[src/sv/sha_pkg.sv]
`timescale 1ns / 1ps
`default_nettype none
// ----------------------------------------------------------------------------
// SHA-256 shared definitions
// Constants, block-queue word type and the round helper functions.
// ----------------------------------------------------------------------------
package sha_pkg;

    localparam int QUEUE_DEPTH = 2;

    // One filled 512-bit block on its way to the round engine.
    typedef struct packed {
        logic [511:0] block;
        logic         final_blk;
    } t_blk;

    typedef enum logic [1:0] {
        ST_IDLE,
        ST_ROUND,
        ST_FOLD,
        ST_EMIT
    } t_core_state;

    function automatic logic [31:0] init_hash(input logic [2:0] i);
        logic [31:0] v;
        begin
            case (i)
                3'd0: v = 32'h6a09e667;
                3'd1: v = 32'hbb67ae85;
                3'd2: v = 32'h3c6ef372;
                3'd3: v = 32'ha54ff53a;
                3'd4: v = 32'h510e527f;
                3'd5: v = 32'h9b05688c;
                3'd6: v = 32'h1f83d9ab;
                default: v = 32'h5be0cd19;
            endcase
            return v;
        end
    endfunction

    function automatic logic [31:0] round_k(input logic [5:0] r);
        logic [31:0] k [64];
        begin
            k = '{
                32'h428a2f98, 32'h71374491, 32'hb5c0fbcf, 32'he9b5dba5,
                32'h3956c25b, 32'h59f111f1, 32'h923f82a4, 32'hab1c5ed5,
                32'hd807aa98, 32'h12835b01, 32'h243185be, 32'h550c7dc3,
                32'h72be5d74, 32'h80deb1fe, 32'h9bdc06a7, 32'hc19bf174,
                32'he49b69c1, 32'hefbe4786, 32'h0fc19dc6, 32'h240ca1cc,
                32'h2de92c6f, 32'h4a7484aa, 32'h5cb0a9dc, 32'h76f988da,
                32'h983e5152, 32'ha831c66d, 32'hb00327c8, 32'hbf597fc7,
                32'hc6e00bf3, 32'hd5a79147, 32'h06ca6351, 32'h14292967,
                32'h27b70a85, 32'h2e1b2138, 32'h4d2c6dfc, 32'h53380d13,
                32'h650a7354, 32'h766a0abb, 32'h81c2c92e, 32'h92722c85,
                32'ha2bfe8a1, 32'ha81a664b, 32'hc24b8b70, 32'hc76c51a3,
                32'hd192e819, 32'hd6990624, 32'hf40e3585, 32'h106aa070,
                32'h19a4c116, 32'h1e376c08, 32'h2748774c, 32'h34b0bcb5,
                32'h391c0cb3, 32'h4ed8aa4a, 32'h5b9cca4f, 32'h682e6ff3,
                32'h748f82ee, 32'h78a5636f, 32'h84c87814, 32'h8cc70208,
                32'h90befffa, 32'ha4506ceb, 32'hbef9a3f7, 32'hc67178f2};
            return k[r];
        end
    endfunction

    function automatic logic [31:0] rotr(input logic [31:0] x, input int n);
        return (x >> n) | (x << (32 - n));
    endfunction

endpackage
`default_nettype wire

[src/sv/sha_front.sv]
`timescale 1ns / 1ps
`default_nettype none
// ----------------------------------------------------------------------------
// SHA-256 front end
// Packs bytes into blocks, counts the bit length and appends the padding.
// ----------------------------------------------------------------------------
module sha_front
    import sha_pkg::*;
(
    input  wire logic       i_clk,
    input  wire logic       i_rst_n,
    input  wire logic       i_push,
    output logic            o_full,
    input  wire logic [7:0] i_data_byte,
    input  wire logic       i_has_byte,
    input  wire logic       i_last,
    output logic            o_blk_valid,
    output t_blk            o_blk,
    input  wire logic       i_blk_ready
);

    logic [511:0] r_block, n_block;
    logic [5:0]   r_pos, n_pos;
    logic [63:0]  r_len, n_len;
    logic         r_pad, n_pad;       // padding in progress
    logic         r_lenblk, n_lenblk; // 0x80 already placed
    logic         r_out_v, n_out_v;
    t_blk         r_out, n_out;

    // Accept while not padding and the output slot can take a block.
    assign o_full      = r_pad || (r_out_v && !i_blk_ready);
    assign o_blk_valid = r_out_v;
    assign o_blk       = r_out;

    always_comb begin
        logic slot_free;
        logic [511:0] blk;
        slot_free = !r_out_v || i_blk_ready;
        n_block  = r_block;
        n_pos    = r_pos;
        n_len    = r_len;
        n_pad    = r_pad;
        n_lenblk = r_lenblk;
        n_out_v  = r_out_v && !i_blk_ready;
        n_out    = r_out;
        blk      = r_block;
        if (!r_pad) begin
            // Normal byte intake.
            if (i_push && slot_free) begin
                if (i_has_byte) begin
                    blk[511 - {r_pos, 3'b000} -: 8] = i_data_byte;
                    n_len = r_len + 64'd8;
                    n_pos = r_pos + 6'd1;
                    if (r_pos == 6'd63) begin
                        n_out_v = 1'b1;
                        n_out   = '{block: blk, final_blk: 1'b0};
                    end
                end
                n_block = blk;
                if (i_last) n_pad = 1'b1;
            end
        end else if (slot_free) begin
            // Padding: one block per cycle while the output slot is free.
            if (!r_lenblk) begin
                blk[511 - {r_pos, 3'b000} -: 8] = 8'h80;
                for (int b = 0; b < 64; b++)
                    if (b > int'(r_pos)) blk[511 - 8*b -: 8] = 8'h00;
            end else begin
                blk = '0;
            end
            if (r_lenblk || r_pos < 6'd56) begin
                blk[63:0] = r_len;
                n_out_v  = 1'b1;
                n_out    = '{block: blk, final_blk: 1'b1};
                n_pad    = 1'b0;
                n_lenblk = 1'b0;
                n_len    = '0;
                n_pos    = '0;
            end else begin
                n_out_v  = 1'b1;
                n_out    = '{block: blk, final_blk: 1'b0};
                n_lenblk = 1'b1;
            end
        end
    end

    always_ff @(posedge i_clk) begin
        if (!i_rst_n) begin
            r_pos    <= '0;
            r_len    <= '0;
            r_pad    <= 1'b0;
            r_lenblk <= 1'b0;
            r_out_v  <= 1'b0;
        end else begin
            r_pos    <= n_pos;
            r_len    <= n_len;
            r_pad    <= n_pad;
            r_lenblk <= n_lenblk;
            r_out_v  <= n_out_v;
        end
        r_block <= n_block;
        r_out   <= n_out;
    end

endmodule
`default_nettype wire

[config.mk]
export PLATFORM = sky130hd
export DESIGN_NAME = sha_front
export DESIGN_NICKNAME = d
export VERILOG_FILES = /design/src/sv/sha_pkg.sv /design/src/sv/sha_front.sv
export SDC_FILE = /design/constraint.sdc
export NUM_CORES = 2
export LEC_CHECK = 0
export BUFFER_PORTS_ARGS = -buffer_cell sky130_fd_sc_hd__buf_2
export CORE_ASPECT_RATIO = 0.7
export CORE_MARGIN = 1.5
export CORE_UTILIZATION = 35
export DETAILED_ROUTE_END_ITERATION = 16
export RECOVER_POWER = 50
export SYNTH_ARGS = -nofsm -noshare
export SYNTH_HDL_FRONTEND = slang
export SYNTH_SLANG_ARGS = --single-unit
[constraint.sdc]
create_clock -name i_clk -period 22 [get_ports i_clk]
set_input_delay 0 -clock i_clk [delete_from_list [all_inputs] [get_ports i_clk]]
set_output_delay 0 -clock i_clk [all_outputs]
set_load 0.02 [all_outputs]
After elaboration in Yosys (flattened, before gate mapping)
Index checks and enable logic that the tools add are counted.
{"block": "totals", "in_bits": 14, "regBits": 1098, "wordCells": 189, "output_inout_bits": 515}
{"block": "op_classes", "n_lt_le_gt_ge": 64, "bitwise_logic": 1, "eq_ne": 3, "n_shift": 3, "n_reduce_logical": 14, "n_mux": 92, "add_sub_neg": 4}
{"operator": "two-way mux 513 bit", "n": 5}
{"operator": "bitwise mux 512 bit", "n": 2}
{"operator": "variable shift 8 x 34 -> 519 bit, first input constant", "n": 1}
{"operator": "variable part select 8 x 34 -> 519 bit", "n": 1}
{"operator": "variable part select 8 x 34 -> 519 bit, first input constant", "n": 1}
{"operator": "two-way mux 512 bit", "n": 1}
{"operator": "two-way mux 8 bit", "n": 63}
{"operator": "two-way mux 64 bit", "n": 5}
{"operator": "greater-than comparator 6 bit, first input constant", "n": 32}
{"operator": "greater-than comparator 5 x 6 -> 1 bit, first input constant", "n": 16}
{"operator": "two-way mux 65 bit", "n": 1}
{"operator": "adder 64 x 4 -> 64 bit, second input constant", "n": 1}
{"operator": "greater-than comparator 4 x 6 -> 1 bit, first input constant", "n": 8}
{"operator": "negator 32 -> 34 bit", "n": 1}
{"operator": "two-way mux 6 bit", "n": 5}
{"operator": "greater-than comparator 3 x 6 -> 1 bit, first input constant", "n": 4}
{"operator": "greater-than comparator 2 x 6 -> 1 bit, first input constant", "n": 2}
{"operator": "two-way mux 1 bit", "n": 10}
{"operator": "subtractor 9 x 9 -> 10 bit, first input constant", "n": 1}
{"operator": "AND reduction 4 bit", "n": 2}
{"operator": "adder 6 x 1 -> 6 bit, second input constant", "n": 1}
{"operator": "equality test 6 bit, second input constant", "n": 1}
{"operator": "greater-than comparator 1 x 6 -> 1 bit, first input constant", "n": 1}
{"operator": "< comparator 6 bit, second input constant", "n": 1}
{"operator": "other kinds (8)", "n": 15}

Depth between registers and ports, before layout
{"block": "depth", "ltp_word": 9, "depth_mapped": 12, "depth_no_buf": 7}

Worst setup path before layout
OpenSTA, ideal clock, no wires.
{"block": "synth_path", "path_type": "reg-to-reg", "startpoint": "register r_pos[4]", "endpoint": "register r_out (netlist bit o_blk[0]) (enable)", "path_slack_ns": -2.147, "path_buffers": 3, "stages_incl_launch_ff": 8, "arrival_ns": 22.748, "cell_sequence": "dfxtp_1 -> clkbuf_1 -> clkbuf_1 -> buf_1 -> nand3_1 -> nor3_1 -> nor2_1 -> nor2_1"}
{"block": "synth_via", "elab_chain_cells": 3}
{"item": "start: declaration", "line": "sha_front.sv:23", "source": "logic [5:0] r_pos, n_pos;"}
{"item": "start signal: assignment", "line": "sha_front.sv:95", "source": "r_pos <= n_pos;"}
{"item": "equality test 6 bit", "line": "sha_front.sv:54", "source": "if (r_pos == 6'd63) begin"}
{"item": "nonzero test 2 bit (no source line)"}
{"item": "AND reduction 4 bit (no source line)"}
{"item": "end signal: assignment", "line": "sha_front.sv:102", "source": "r_out <= n_out;"}
{"item": "end: declaration", "line": "sha_front.sv:28", "source": "t_blk r_out, n_out;"}
No other way between the ends.
A chain may end at the register's enable or synchronous reset.

Final worst setup path
{"block": "layout_path", "startpoint": "register r_pad", "endpoint": "register r_block[90] (enable)"}
{"block": "layout_via", "elab_chain_cells": 2}
{"item": "start: declaration", "line": "sha_front.sv:25", "source": "logic r_pad, n_pad;"}
{"item": "start signal: assignment", "line": "sha_front.sv:97", "source": "r_pad <= n_pad;"}
{"item": "NOT 1 bit (no source line)"}
{"item": "AND reduction 3 bit (no source line)"}
{"item": "end signal: assignment", "line": "sha_front.sv:101", "source": "r_block <= n_block;"}
{"item": "end: declaration", "line": "sha_front.sv:22", "source": "logic [511:0] r_block, n_block;"}
No other way between the ends.

==> results.tsv <==
metric	value	unit
seqPwrFrac	51.5	%
fmax	75.06	MHz
ant_nets	0	
p_per_area	86.33	nW/um^2
final_hold_viol_count	0	
overflow	0	
fin_skew	0.03410	ns
min_period	13.32	ns
worstHoldPathCells	3	
setup_violations	0	
synth_cell_types	67	
htree_levels	3	
power.share.clock	40.9	%
power.leakage	18.97	nW
timing.critical_path.from	r_pad	
dr.pass1.iters	6	
grt_pass1_vias	32840	
vias_per_cell	5.659	
place_hpwl	111600	um
die_x	444.3	um
grt_pass1_wl	233800	um
power_switching	1.184	mW
synth_most_common_cell	edfxtp_1	
routed_wl	165800	um
synthCells	3936	
drcViolationCount	0	
cp.required	22.34	ns
ys.warnings.count	0	
synth_async_sr_flop_share	0	%
sw_frac_of_total	24.86	%
relSlewSlack	-333.5	%
rr_endpoint	r_block[90]	
synth_commonest_cells	edfxtp_1, nand2_1, o21ai_0	
r2r_slack	8.68	ns
syn_nets	3957	
dieArea	138600	sq um
syn_to_final_growth	15.66	%
startpoint_type	register	
crit-reg2reg-launch	r_pad	
wl_per_cell	26.52	um
grt_util_all_layers	23.05	%
synth_seq_cells	1095	
cts_tree	built	
ys.flop_type	edfxtp_1	
end_kind	register	
postLayoutCoreUtil	40.74	%
p_comb_share	7.7	%
fp-row-count	113	
clk_pin_slew	0.07	ns
worst_hold_slack	0.2337	ns
cp.arrival	13.66	ns
endpoint	r_block[90]	
vias	35378	
antenna_found_initial	5	
cts_root_buf	clkbuf_16	
setup_tns	0	ns
clock_latency	0.75	ns
ios	529	
crit_type	register to register	
crit_fanout	123	
cts_sinks	1095	
max-cap-violations	14	
synth_edf_count	1025	
hold_class	primary input to register	
portBuffers	528	
synth_area	47710	sq um
die_y	311.9	um
worst_pin_slew	6.502	ns
vdd_drop_max	0.06228	mV
core	135400	sq um
yosysTopAreaCell	edfxtp_1	
post-place-ws	15.03	ns
netlist.area_leader.share	64.51	%
nNetsFinal	4393	
rsz0062_at_grt	false	
finalWorstSetupSlack	8.678	ns
outcome	complete, but fails checks	
synth.area.top_cells	edfxtp_1, a22o_1, nand2_1	
rr_worst_depth	7	
drive_gt1_share	6.134	%
cts_buffers	108	
grt_max_degree	162	
initial_core_util	35.22	%
drtIter0Drc	4436	
place_congestion	0.8644	
post-route-period-util	60.56	%
cts_buffer_depth	3	
synth.avg_cell_area	12.12	sq um
power.internal	3.579	mW
failed_checks	max-capacitance violations, max-slew violations	
slew_violations	861	
ys_seq_area_share	67.45	%
## worst min-delay path by stage
stage	to	startpoint
2_1_floorplan	r_pad	i_push
3_3_place_gp	r_pad	i_last
3_5_place_dp	r_pad	i_last
4_1_cts	r_pos[1]	i_rst_n
5_1_grt	r_pos[2]	i_rst_n
6_report	r_pos[1]	i_rst_n
## worst max-delay path: stages (launching register included)
cell and delay, ns:
dfxtp_1 2.15, clkinvlp_2 5.23, nand3_1 1.24, clkbuf_1 0.72, inv_8 0.35, clkbuf_1 1.39, buf_4 0.95, buf_4 0.60
## cell families after synthesis
| group | synth area share (%) |
|---|---|
| compound gates | 17.42 |
| xor+xnor | 0.3671 |
| fa+ha+maj | 0.1836 |
| buf+inv | 2.371 |
| flops | 67.45 |
| mux | 0.4380 |
| simple gates | 11.77 |
## power groups by stage
stage | Clock [mW] | Sequential, mW | Combinational, mW
after global placement | 0 | 2.49 | 0.361
after floorplan | 0 | 2.58 | 0.166
after detailed placement | 0 | 2.50 | 0.366
after global routing | 2.05 | 2.46 | 0.391
final | 1.95 | 2.45 | 0.365
after CTS | 1.98 | 2.45 | 0.370
## cells in the final DEF, fill, tap and decap left out, drive strengths merged, types with 22 or more instances in the layout
cell     instances
a21oi          137
o2bb2ai         22
nor3            31
a22o           291
buf             56
nand4           25
nand3          206
nor2           125
dfxtp           70
o31ai           48
clkinv          57
a21o            26
or3             29
o22a            25
and3            47
edfxtp        1025
o21ai          494
a221o           33
a21boi         111
inv             28
nand2          671
clkbuf         652
## final cells by class
class                           instances  area, sq um
Sequential cell                      1095        32180
Fill cell                           13087        80270
Clock buffer                          119         2765
Tap cell                             1782         2230
Antenna cell                            3        7.507
Timing Repair Buffer                  604         2564
Inverter                               22        91.34
Clock inverter                         86        898.4
Multi-Input combinational cell       2541        14440
## per-layer routing
metal | wire length, um | global-route usage, % | share of wire (%) | up-vias
li1 | - | - | - | 15945
met4 | 4520 | 6.312 | 2.7 | 2
met1 | 73510 | 33.53 | 44 | 17580
met5 | 17 | 0 | 0.010 | -
met2 | 73250 | 34.50 | 44 | 1625
met3 | 14510 | 5.173 | 8.8 | 226
## state kept, by name (all words and copies together) (netlist names)
register / cells
r_lenblk: 1
r_pad: 1
o_blk_valid: 1
o_blk: 513
r_pos: 6
r_len: 61
r_block: 512
## per-stage QoR
step / cell area, sq um / std cells / power [mW]
after floorplan: 47710 / 3936 / 2.750
after global placement: 52110 / 6029 / 2.855
after detailed placement: 52110 / 6029 / 2.861
after CTS: 55920 / 6249 / 4.796
after global routing: 55170 / 6249 / 4.902
final: 55180 / 6252 / 4.764
## timing repair
action,in CTS,in global routing
setup buffers,0,0
resized for setup,0,0
hold buffers,15,0
hold endpoints to repair,55,0
No activity file was read; power rests on OpenSTA's default activity.
