==> config.mk <==
export PLATFORM = sky130hd
export DESIGN_NAME = sha_core
export DESIGN_NICKNAME = d
export VERILOG_FILES = /design/src/sv/sha_pkg.sv /design/src/sv/sha_core.sv
export SDC_FILE = /design/constraint.sdc
export NUM_CORES = 2
export LEC_CHECK = 0
export BUFFER_PORTS_ARGS = -buffer_cell sky130_fd_sc_hd__clkbuf_2
export CORE_MARGIN = 4
export CORE_UTILIZATION = 63
export CTS_BUF_LIST = sky130_fd_sc_hd__clkbuf_4 sky130_fd_sc_hd__clkbuf_8
export DETAILED_ROUTE_END_ITERATION = 10
export PLACE_DENSITY_LB_ADDON = 0.1
export SETUP_SLACK_MARGIN = 0.4
export SKIP_LAST_GASP = 1
export SLEW_MARGIN = 20
export SYNTH_ARGS = -nofsm -noshare
export SYNTH_HDL_FRONTEND = slang
export SYNTH_SLANG_ARGS = --single-unit
==> constraint.sdc <==
create_clock -name i_clk -period 23.4 [get_ports i_clk]
set_clock_uncertainty 0.05 [all_clocks]
set_input_delay 2.34 -clock i_clk [delete_from_list [all_inputs] [get_ports i_clk]]
set_output_delay 2.34 -clock i_clk [all_outputs]
set_load 0.02 [all_outputs]
==> src/sv/sha_pkg.sv <==
`timescale 1ns / 1ps
`default_nettype none
// ----------------------------------------------------------------------------
// SHA-256 shared definitions
// Constants, block-queue word type and the round helper functions.
// ----------------------------------------------------------------------------
package sha_pkg;

    localparam int QUEUE_DEPTH = 2;

    // One filled 512-bit block on its way to the round engine.
    typedef struct packed {
        logic [511:0] block;
        logic         final_blk;
    } t_blk;

    typedef enum logic [1:0] {
        ST_IDLE,
        ST_ROUND,
        ST_FOLD,
        ST_EMIT
    } t_core_state;

    function automatic logic [31:0] init_hash(input logic [2:0] i);
        logic [31:0] v;
        begin
            case (i)
                3'd0: v = 32'h6a09e667;
                3'd1: v = 32'hbb67ae85;
                3'd2: v = 32'h3c6ef372;
                3'd3: v = 32'ha54ff53a;
                3'd4: v = 32'h510e527f;
                3'd5: v = 32'h9b05688c;
                3'd6: v = 32'h1f83d9ab;
                default: v = 32'h5be0cd19;
            endcase
            return v;
        end
    endfunction

    function automatic logic [31:0] round_k(input logic [5:0] r);
        logic [31:0] k [64];
        begin
            k = '{
                32'h428a2f98, 32'h71374491, 32'hb5c0fbcf, 32'he9b5dba5,
                32'h3956c25b, 32'h59f111f1, 32'h923f82a4, 32'hab1c5ed5,
                32'hd807aa98, 32'h12835b01, 32'h243185be, 32'h550c7dc3,
                32'h72be5d74, 32'h80deb1fe, 32'h9bdc06a7, 32'hc19bf174,
                32'he49b69c1, 32'hefbe4786, 32'h0fc19dc6, 32'h240ca1cc,
                32'h2de92c6f, 32'h4a7484aa, 32'h5cb0a9dc, 32'h76f988da,
                32'h983e5152, 32'ha831c66d, 32'hb00327c8, 32'hbf597fc7,
                32'hc6e00bf3, 32'hd5a79147, 32'h06ca6351, 32'h14292967,
                32'h27b70a85, 32'h2e1b2138, 32'h4d2c6dfc, 32'h53380d13,
                32'h650a7354, 32'h766a0abb, 32'h81c2c92e, 32'h92722c85,
                32'ha2bfe8a1, 32'ha81a664b, 32'hc24b8b70, 32'hc76c51a3,
                32'hd192e819, 32'hd6990624, 32'hf40e3585, 32'h106aa070,
                32'h19a4c116, 32'h1e376c08, 32'h2748774c, 32'h34b0bcb5,
                32'h391c0cb3, 32'h4ed8aa4a, 32'h5b9cca4f, 32'h682e6ff3,
                32'h748f82ee, 32'h78a5636f, 32'h84c87814, 32'h8cc70208,
                32'h90befffa, 32'ha4506ceb, 32'hbef9a3f7, 32'hc67178f2};
            return k[r];
        end
    endfunction

    function automatic logic [31:0] rotr(input logic [31:0] x, input int n);
        return (x >> n) | (x << (32 - n));
    endfunction

endpackage
`default_nettype wire

==> src/sv/sha_core.sv <==
`timescale 1ns / 1ps
`default_nettype none
// ----------------------------------------------------------------------------
// SHA-256 round engine
// Runs 64 rounds, one per cycle, folds into the hash and emits the digest.
// ----------------------------------------------------------------------------
module sha_core
    import sha_pkg::*;
(
    input  wire logic        i_clk,
    input  wire logic        i_rst_n,
    input  wire logic        i_blk_valid,
    input  wire t_blk        i_blk,
    output logic             o_blk_ready,
    output logic             o_empty,
    input  wire logic        i_pop,
    output logic [31:0]      o_digest_word,
    output logic [2:0]       o_word_index,
    output logic             o_last_word
);

    t_core_state  r_state, n_state;
    logic [31:0]  r_h [8];
    logic [31:0]  r_v [8];
    logic [31:0]  r_w [16];
    logic [5:0]   r_rnd;
    logic [2:0]   r_idx;
    logic         r_final;

    assign o_blk_ready   = (r_state == ST_IDLE);
    assign o_empty       = (r_state != ST_EMIT);
    assign o_digest_word = r_h[r_idx];
    assign o_word_index  = r_idx;
    assign o_last_word   = (r_idx == 3'd7);

    // Next state.
    always_comb begin
        n_state = r_state;
        unique case (r_state)
            ST_IDLE:  if (i_blk_valid) n_state = ST_ROUND;
            ST_ROUND: if (r_rnd == 6'd63) n_state = ST_FOLD;
            ST_FOLD:  n_state = r_final ? ST_EMIT : ST_IDLE;
            ST_EMIT:  if (i_pop && r_idx == 3'd7) n_state = ST_IDLE;
            default:  n_state = ST_IDLE;
        endcase
    end

    always_ff @(posedge i_clk) begin
        if (!i_rst_n) r_state <= ST_IDLE;
        else          r_state <= n_state;
    end

    // Round datapath; the schedule window shifts by one word per round.
    always_ff @(posedge i_clk) begin
        logic [31:0] w, t1, t2, s0, s1, g0, g1;
        g0 = rotr(r_w[1], 7) ^ rotr(r_w[1], 18) ^ (r_w[1] >> 3);
        g1 = rotr(r_w[14], 17) ^ rotr(r_w[14], 19) ^ (r_w[14] >> 10);
        w  = r_w[0];
        s1 = rotr(r_v[4], 6) ^ rotr(r_v[4], 11) ^ rotr(r_v[4], 25);
        t1 = r_v[7] + s1 + ((r_v[4] & r_v[5]) ^ (~r_v[4] & r_v[6]))
             + round_k(r_rnd) + w;
        s0 = rotr(r_v[0], 2) ^ rotr(r_v[0], 13) ^ rotr(r_v[0], 22);
        t2 = s0 + ((r_v[0] & r_v[1]) ^ (r_v[0] & r_v[2]) ^ (r_v[1] & r_v[2]));
        if (!i_rst_n) begin
            for (int j = 0; j < 8; j++) r_h[j] <= init_hash(3'(j));
            r_idx <= '0;
            r_rnd <= '0;
        end else begin
            case (r_state)
                ST_IDLE: begin
                    if (i_blk_valid) begin
                        for (int j = 0; j < 16; j++)
                            r_w[j] <= i_blk.block[511 - 32*j -: 32];
                        for (int j = 0; j < 8; j++) r_v[j] <= r_h[j];
                        r_final <= i_blk.final_blk;
                        r_rnd   <= '0;
                    end
                end
                ST_ROUND: begin
                    for (int j = 0; j < 15; j++) r_w[j] <= r_w[j+1];
                    r_w[15] <= r_w[0] + g0 + r_w[9] + g1;
                    r_v[7] <= r_v[6]; r_v[6] <= r_v[5]; r_v[5] <= r_v[4];
                    r_v[4] <= r_v[3] + t1;
                    r_v[3] <= r_v[2]; r_v[2] <= r_v[1]; r_v[1] <= r_v[0];
                    r_v[0] <= t1 + t2;
                    r_rnd  <= r_rnd + 6'd1;
                end
                ST_FOLD: begin
                    for (int j = 0; j < 8; j++) r_h[j] <= r_h[j] + r_v[j];
                    r_idx <= '0;
                end
                ST_EMIT: begin
                    if (i_pop) begin
                        r_idx <= r_idx + 3'd1;
                        if (r_idx == 3'd7)
                            for (int j = 0; j < 8; j++) r_h[j] <= init_hash(3'(j));
                    end
                end
                default: ;
            endcase
        end
    end

endmodule
`default_nettype wire

; ---- Word level (Yosys, flattened, before mapping)
; Memory sizes are Yosys's and may differ from the RTL's. A register that Yosys moved wholly into a read port is not among the register bits.
; Cells that the tools add are included.
[word_totals]
reg_bits = 12
latch_bits = 0
mem_bits_rw = 1024
rom_bits = 2048
inputBits = 517
output_inout_bits = 38
word_cells = 224
mem_count = 4
[op_classes]
n_addsub = 20
n_mul = 0
n_div = 0
magnitude_cmp = 1
n_eq_ne = 10
shifts = 0
n_mux = 109
bitwise_logic = 68
n_reduce_logical = 8
[mem_list]
columns = memory, depth, width, read_ports, rd_ports_with_merged_regs, wr, line_no
row1 = (no name shown), 64, 32, 1, 0, 0, sha_pkg.sv:61  ; return k[r];
row2 = r_w, 16, 32, 16, 0, 16, sha_core.sv:25  ; logic [31:0] r_w [16];
row3 = r_h, 8, 32, 9, 1, 8, sha_core.sv:23  ; logic [31:0] r_h [8];
row4 = r_v, 8, 32, 8, 0, 8, sha_core.sv:24  ; logic [31:0] r_v [8];
[op_table]
columns = operator, count
row1 = 32-bit 2-to-1 mux, 82
row2 = 32-bit adder, 18
row3 = 32-bit bitwise XOR, 9
row4 = 32-bit bitwise AND, 5
row5 = 1-bit bitwise OR, 40
row6 = 32-bit inverter, 1
row7 = 10-bit by 32-bit bitwise OR with 32-bit output, 1
row8 = 13-bit by 32-bit bitwise OR with 32-bit output, 1
row9 = 14-bit by 32-bit bitwise OR with 32-bit output, 1
row10 = 15-bit by 32-bit bitwise OR with 32-bit output, 1
row11 = 19-bit by 32-bit bitwise OR with 32-bit output, 1
row12 = 21-bit by 32-bit bitwise OR with 32-bit output, 1
row13 = 25-bit by 32-bit bitwise OR with 32-bit output, 1
row14 = 26-bit by 32-bit bitwise OR with 32-bit output, 1
row15 = 30-bit by 32-bit bitwise OR with 32-bit output, 1
row16 = 7-bit by 32-bit bitwise OR with 32-bit output, 1
row17 = 32-bit by 22-bit bitwise XOR with 32-bit output, 1
row18 = 32-bit by 29-bit bitwise XOR with 32-bit output, 1
row19 = 1-bit 2-to-1 mux, 16
row20 = 6-bit case mux with 2 select lines, 1
row21 = 2-bit != test (second input constant), 5
row22 = 3-bit 2-to-1 mux, 3
row23 = 2-bit 2-to-1 mux, 4
row24 = 2-bit case mux with 4 select lines, 1
row25 = other kinds (15), 19

; ---- Logic depth before layout (Yosys ltp)
[logic_depth]
depth_word = 9
depth_mapped = 40
mapped_depth_nobuf = 38

; ---- Least setup slack after synthesis
; Ideal clock, no wire load.
[synth_timing]
kind = input -> register
from = input port i_blk_valid
to = memory r_v[0][0], enable pin
setup_ps = 1239
arrival_ps = 19922
required_time_ps = 22111
setup_slack_ps = 2189
stages = 3
n_path_buf = 0
path_cell_list = nor2_1 nor2_1 and2_1
[synth_rtl]
columns = item, line_no
row1 = start: declaration, sha_core.sv:12  ; input wire logic i_blk_valid,
row2 = end: declaration, sha_core.sv:24

==> results.ini <==
[global_routing]
grt_max_degree=155
overflow=0
grt_antenna_before_repair=39
grt_pass1_vias=53000
grt_util_all_layers_pct=39.0
grt_pass1_wl_um=339000

[synth]
synth.most_common_cell=edfxtp_1
synth_edf_count=897
netlist_area_sq_mm=0.0709
yosysUniqueCellTypes=98
synthCells=6324
yosysSeqAreaShare_pct=42.0
synthTopCellsByArea=edfxtp_1 38%, mux2_2 12%, ha_1 7.0%
synthTopCellsByCount=897 x edfxtp_1, 729 x mux2_2, 489 x nand2_1, 413 x a21oi_1, 395 x ha_1
async_reset_ff_share_pct=0
synth_nets=7431
ys_dominant_reg_cell=edfxtp_1
synth-seq-cells=1039
synth_area_per_cell_sq_um=11.2
synth_top_area_share_pct=38.0
yosys.area.top_type=edfxtp_1
synth-warning-count=0

[floorplanning]
die_y_um=343
ios=555
fp.dieW_um=343
initial_utilization_pct=63.8
num_rows=122
core_sq_mm=0.111
die_area_sq_mm=0.118

[finish]
final_util_pct=70.6
drive_gt1_share_pct=25.4
areaGrowthSynthToFinish_pct=10.8
final_area_sq_mm=0.0785
fillers=8168
nNetsFinal=7919

[setup_path]
path_buf_inv=6
crit_path_max_fanout=31
end_kind=register
worstPathRequired_ns=23.99
critical_path_class=reg2reg
cp.arrival_ns=10.99
reg2reg_slack_ns=13.00
slowest_delay_ns=0.78
path_delay_family=adder cells
cp-start-kind=register
slowest_stage=ha_1

[routing]
ant_nets=0
wl_per_cell_um=27.7
num_vias=54100
wl_um=235000
drt-pass1-iter-count=7
route.detailed.drc=0
drt-vias-per-instance=6.39
dr.first_iter.drc_count=5321

[clock_network]
clkSinkCount=1039
clk_pin_slew_ns=0.06
numCtsBuffers=180
htreeDepth=4
ctsHoldBuffers=0
root_buffer=clkbuf_8
postCtsResizedCells=0
clock_latency_ns=0.93
cts_buffer_depth=3
cts_tree=done
post-cts-setup-buffer-count=0

[sta]
setup_viol=0
max_freq_ghz=0.0961
tightest_slew_ns=1.24
slew_headroom_pct=16.3
tns_ns=0
final-hold-violation-count=0
fin_crit_ns=10.40
rsz0062_at_grt=false
drv_slew=0
timing.final.crit_share_pct=44.5

[placement]
dpl_cell_area_sq_mm=0.0749
portBuffers=554
place_hpwl_um=181000
gp_congestion=1.00

[flow_run]
drv_cap=0

[run_status]
status=completed

[min_path]
hp-class=reg2reg

metal layers:
| layer | up-vias | wire length (um) | track usage (%) | part of all wire, % |
|---|---|---|---|---|
| li1 | 24200 | - | - | - |
| met1 | 26600 | 85700 | 47.2 | 36 |
| met2 | 2672 | 113000 | 64.6 | 48 |
| met4 | 20 | 16000 | 23.0 | 6.8 |
| met5 | - | 132 | 0 | 0.056 |
| met3 | 590 | 20100 | 8.51 | 8.6 |
logic make-up after synthesis:
logic type	synth area share, %
AO/OA/AOI/OAI	13.0
XOR/XNOR	6.78
adder cells (fa/ha/maj)	12.5
buffers and inverters	3.44
flip-flops	42.0
multiplexers	14.3
AND/OR/NAND/NOR	7.91
sequential cells by signal, indices dropped and copies added (netlist names), named ones only:
register      flops
r_w             512
r_v             256
r_state           2
r_h             256
r_final           1
o_word_index      3
r_rnd             6
layout by cell type (no fill, tap or decap), types with 14 or more instances in the layout:
| cell | count |
|---|---|
| a211oi_1 | 36 |
| a21boi_0 | 17 |
| a21o_1 | 181 |
| a21oi_1 | 413 |
| a31oi_1 | 46 |
| and2_1 | 17 |
| and3_1 | 34 |
| buf_4 | 57 |
| clkbuf_2 | 554 |
| clkbuf_4 | 60 |
| clkbuf_8 | 192 |
| clkinv_1 | 45 |
| clkinv_2 | 16 |
| dfxtp_1 | 136 |
| diode_2 | 24 |
| edfxtp_1 | 897 |
| fa_1 | 195 |
| ha_1 | 395 |
| inv_1 | 336 |
| mux2_2 | 729 |
| mux2i_1 | 24 |
| mux4_2 | 75 |
| nand2_1 | 486 |
| nand2b_1 | 70 |
| nand3_1 | 85 |
| nand4_1 | 20 |
| nor2_1 | 269 |
| nor2b_1 | 49 |
| nor3_1 | 82 |
| nor3b_1 | 16 |
| o211ai_1 | 62 |
| o21a_1 | 62 |
| o21ai_0 | 360 |
| o21ai_1 | 22 |
| o21bai_1 | 37 |
| o311ai_0 | 14 |
| o31ai_1 | 34 |
| or3_1 | 25 |
| xnor2_1 | 354 |
| xor2_1 | 192 |
worst paths after layout:
| path | startpoint | end | cells past startpoint |
|---|---|---|---|
| hold / removal | r_h[5][12] | r_h[5][12] | 2 |
| hold reg to reg | r_h[5][12] | r_h[5][12] | 2 |
| setup reg to reg | r_rnd[0] | r_v[0][31] | 34 |
| setup / recovery | r_rnd[0] | r_v[0][31] | 34 |
tightest hold or removal path, delay by kind of cell, from the launching register on:
family | cells | cell delay, ns
compound gates | 1 | 0.05
simple gates | 1 | 0.06
flops | 1 | 0.33
layout make-up:
class	instances	area, sq um	area share, %
diodes	24	60.1	0.0765
clock buffers	252	3090	3.94
clock inverters	72	455	0.580
inverters	341	1280	1.63
multi-input cells	4636	38700	49.3
flip-flops and latches	1039	29800	38.0
well taps	1488	1860	2.37
repair buffers	614	3250	4.14
metrics by stage:
step           setup WS (ns)  instances  hold WS, ns
3_5_place_dp           13.24       8118        0.429
5_1_grt                12.63       8459        0.459
4_1_cts                13.20       8442        0.440
3_3_place_gp           13.30       8118        0.419
2_1_floorplan           2.19       6324        0.393
6_report               13.00       8466        0.440
Power is not shown: default switching activity piles up to over one toggle a cycle in this logic, so the estimate is an artifact.
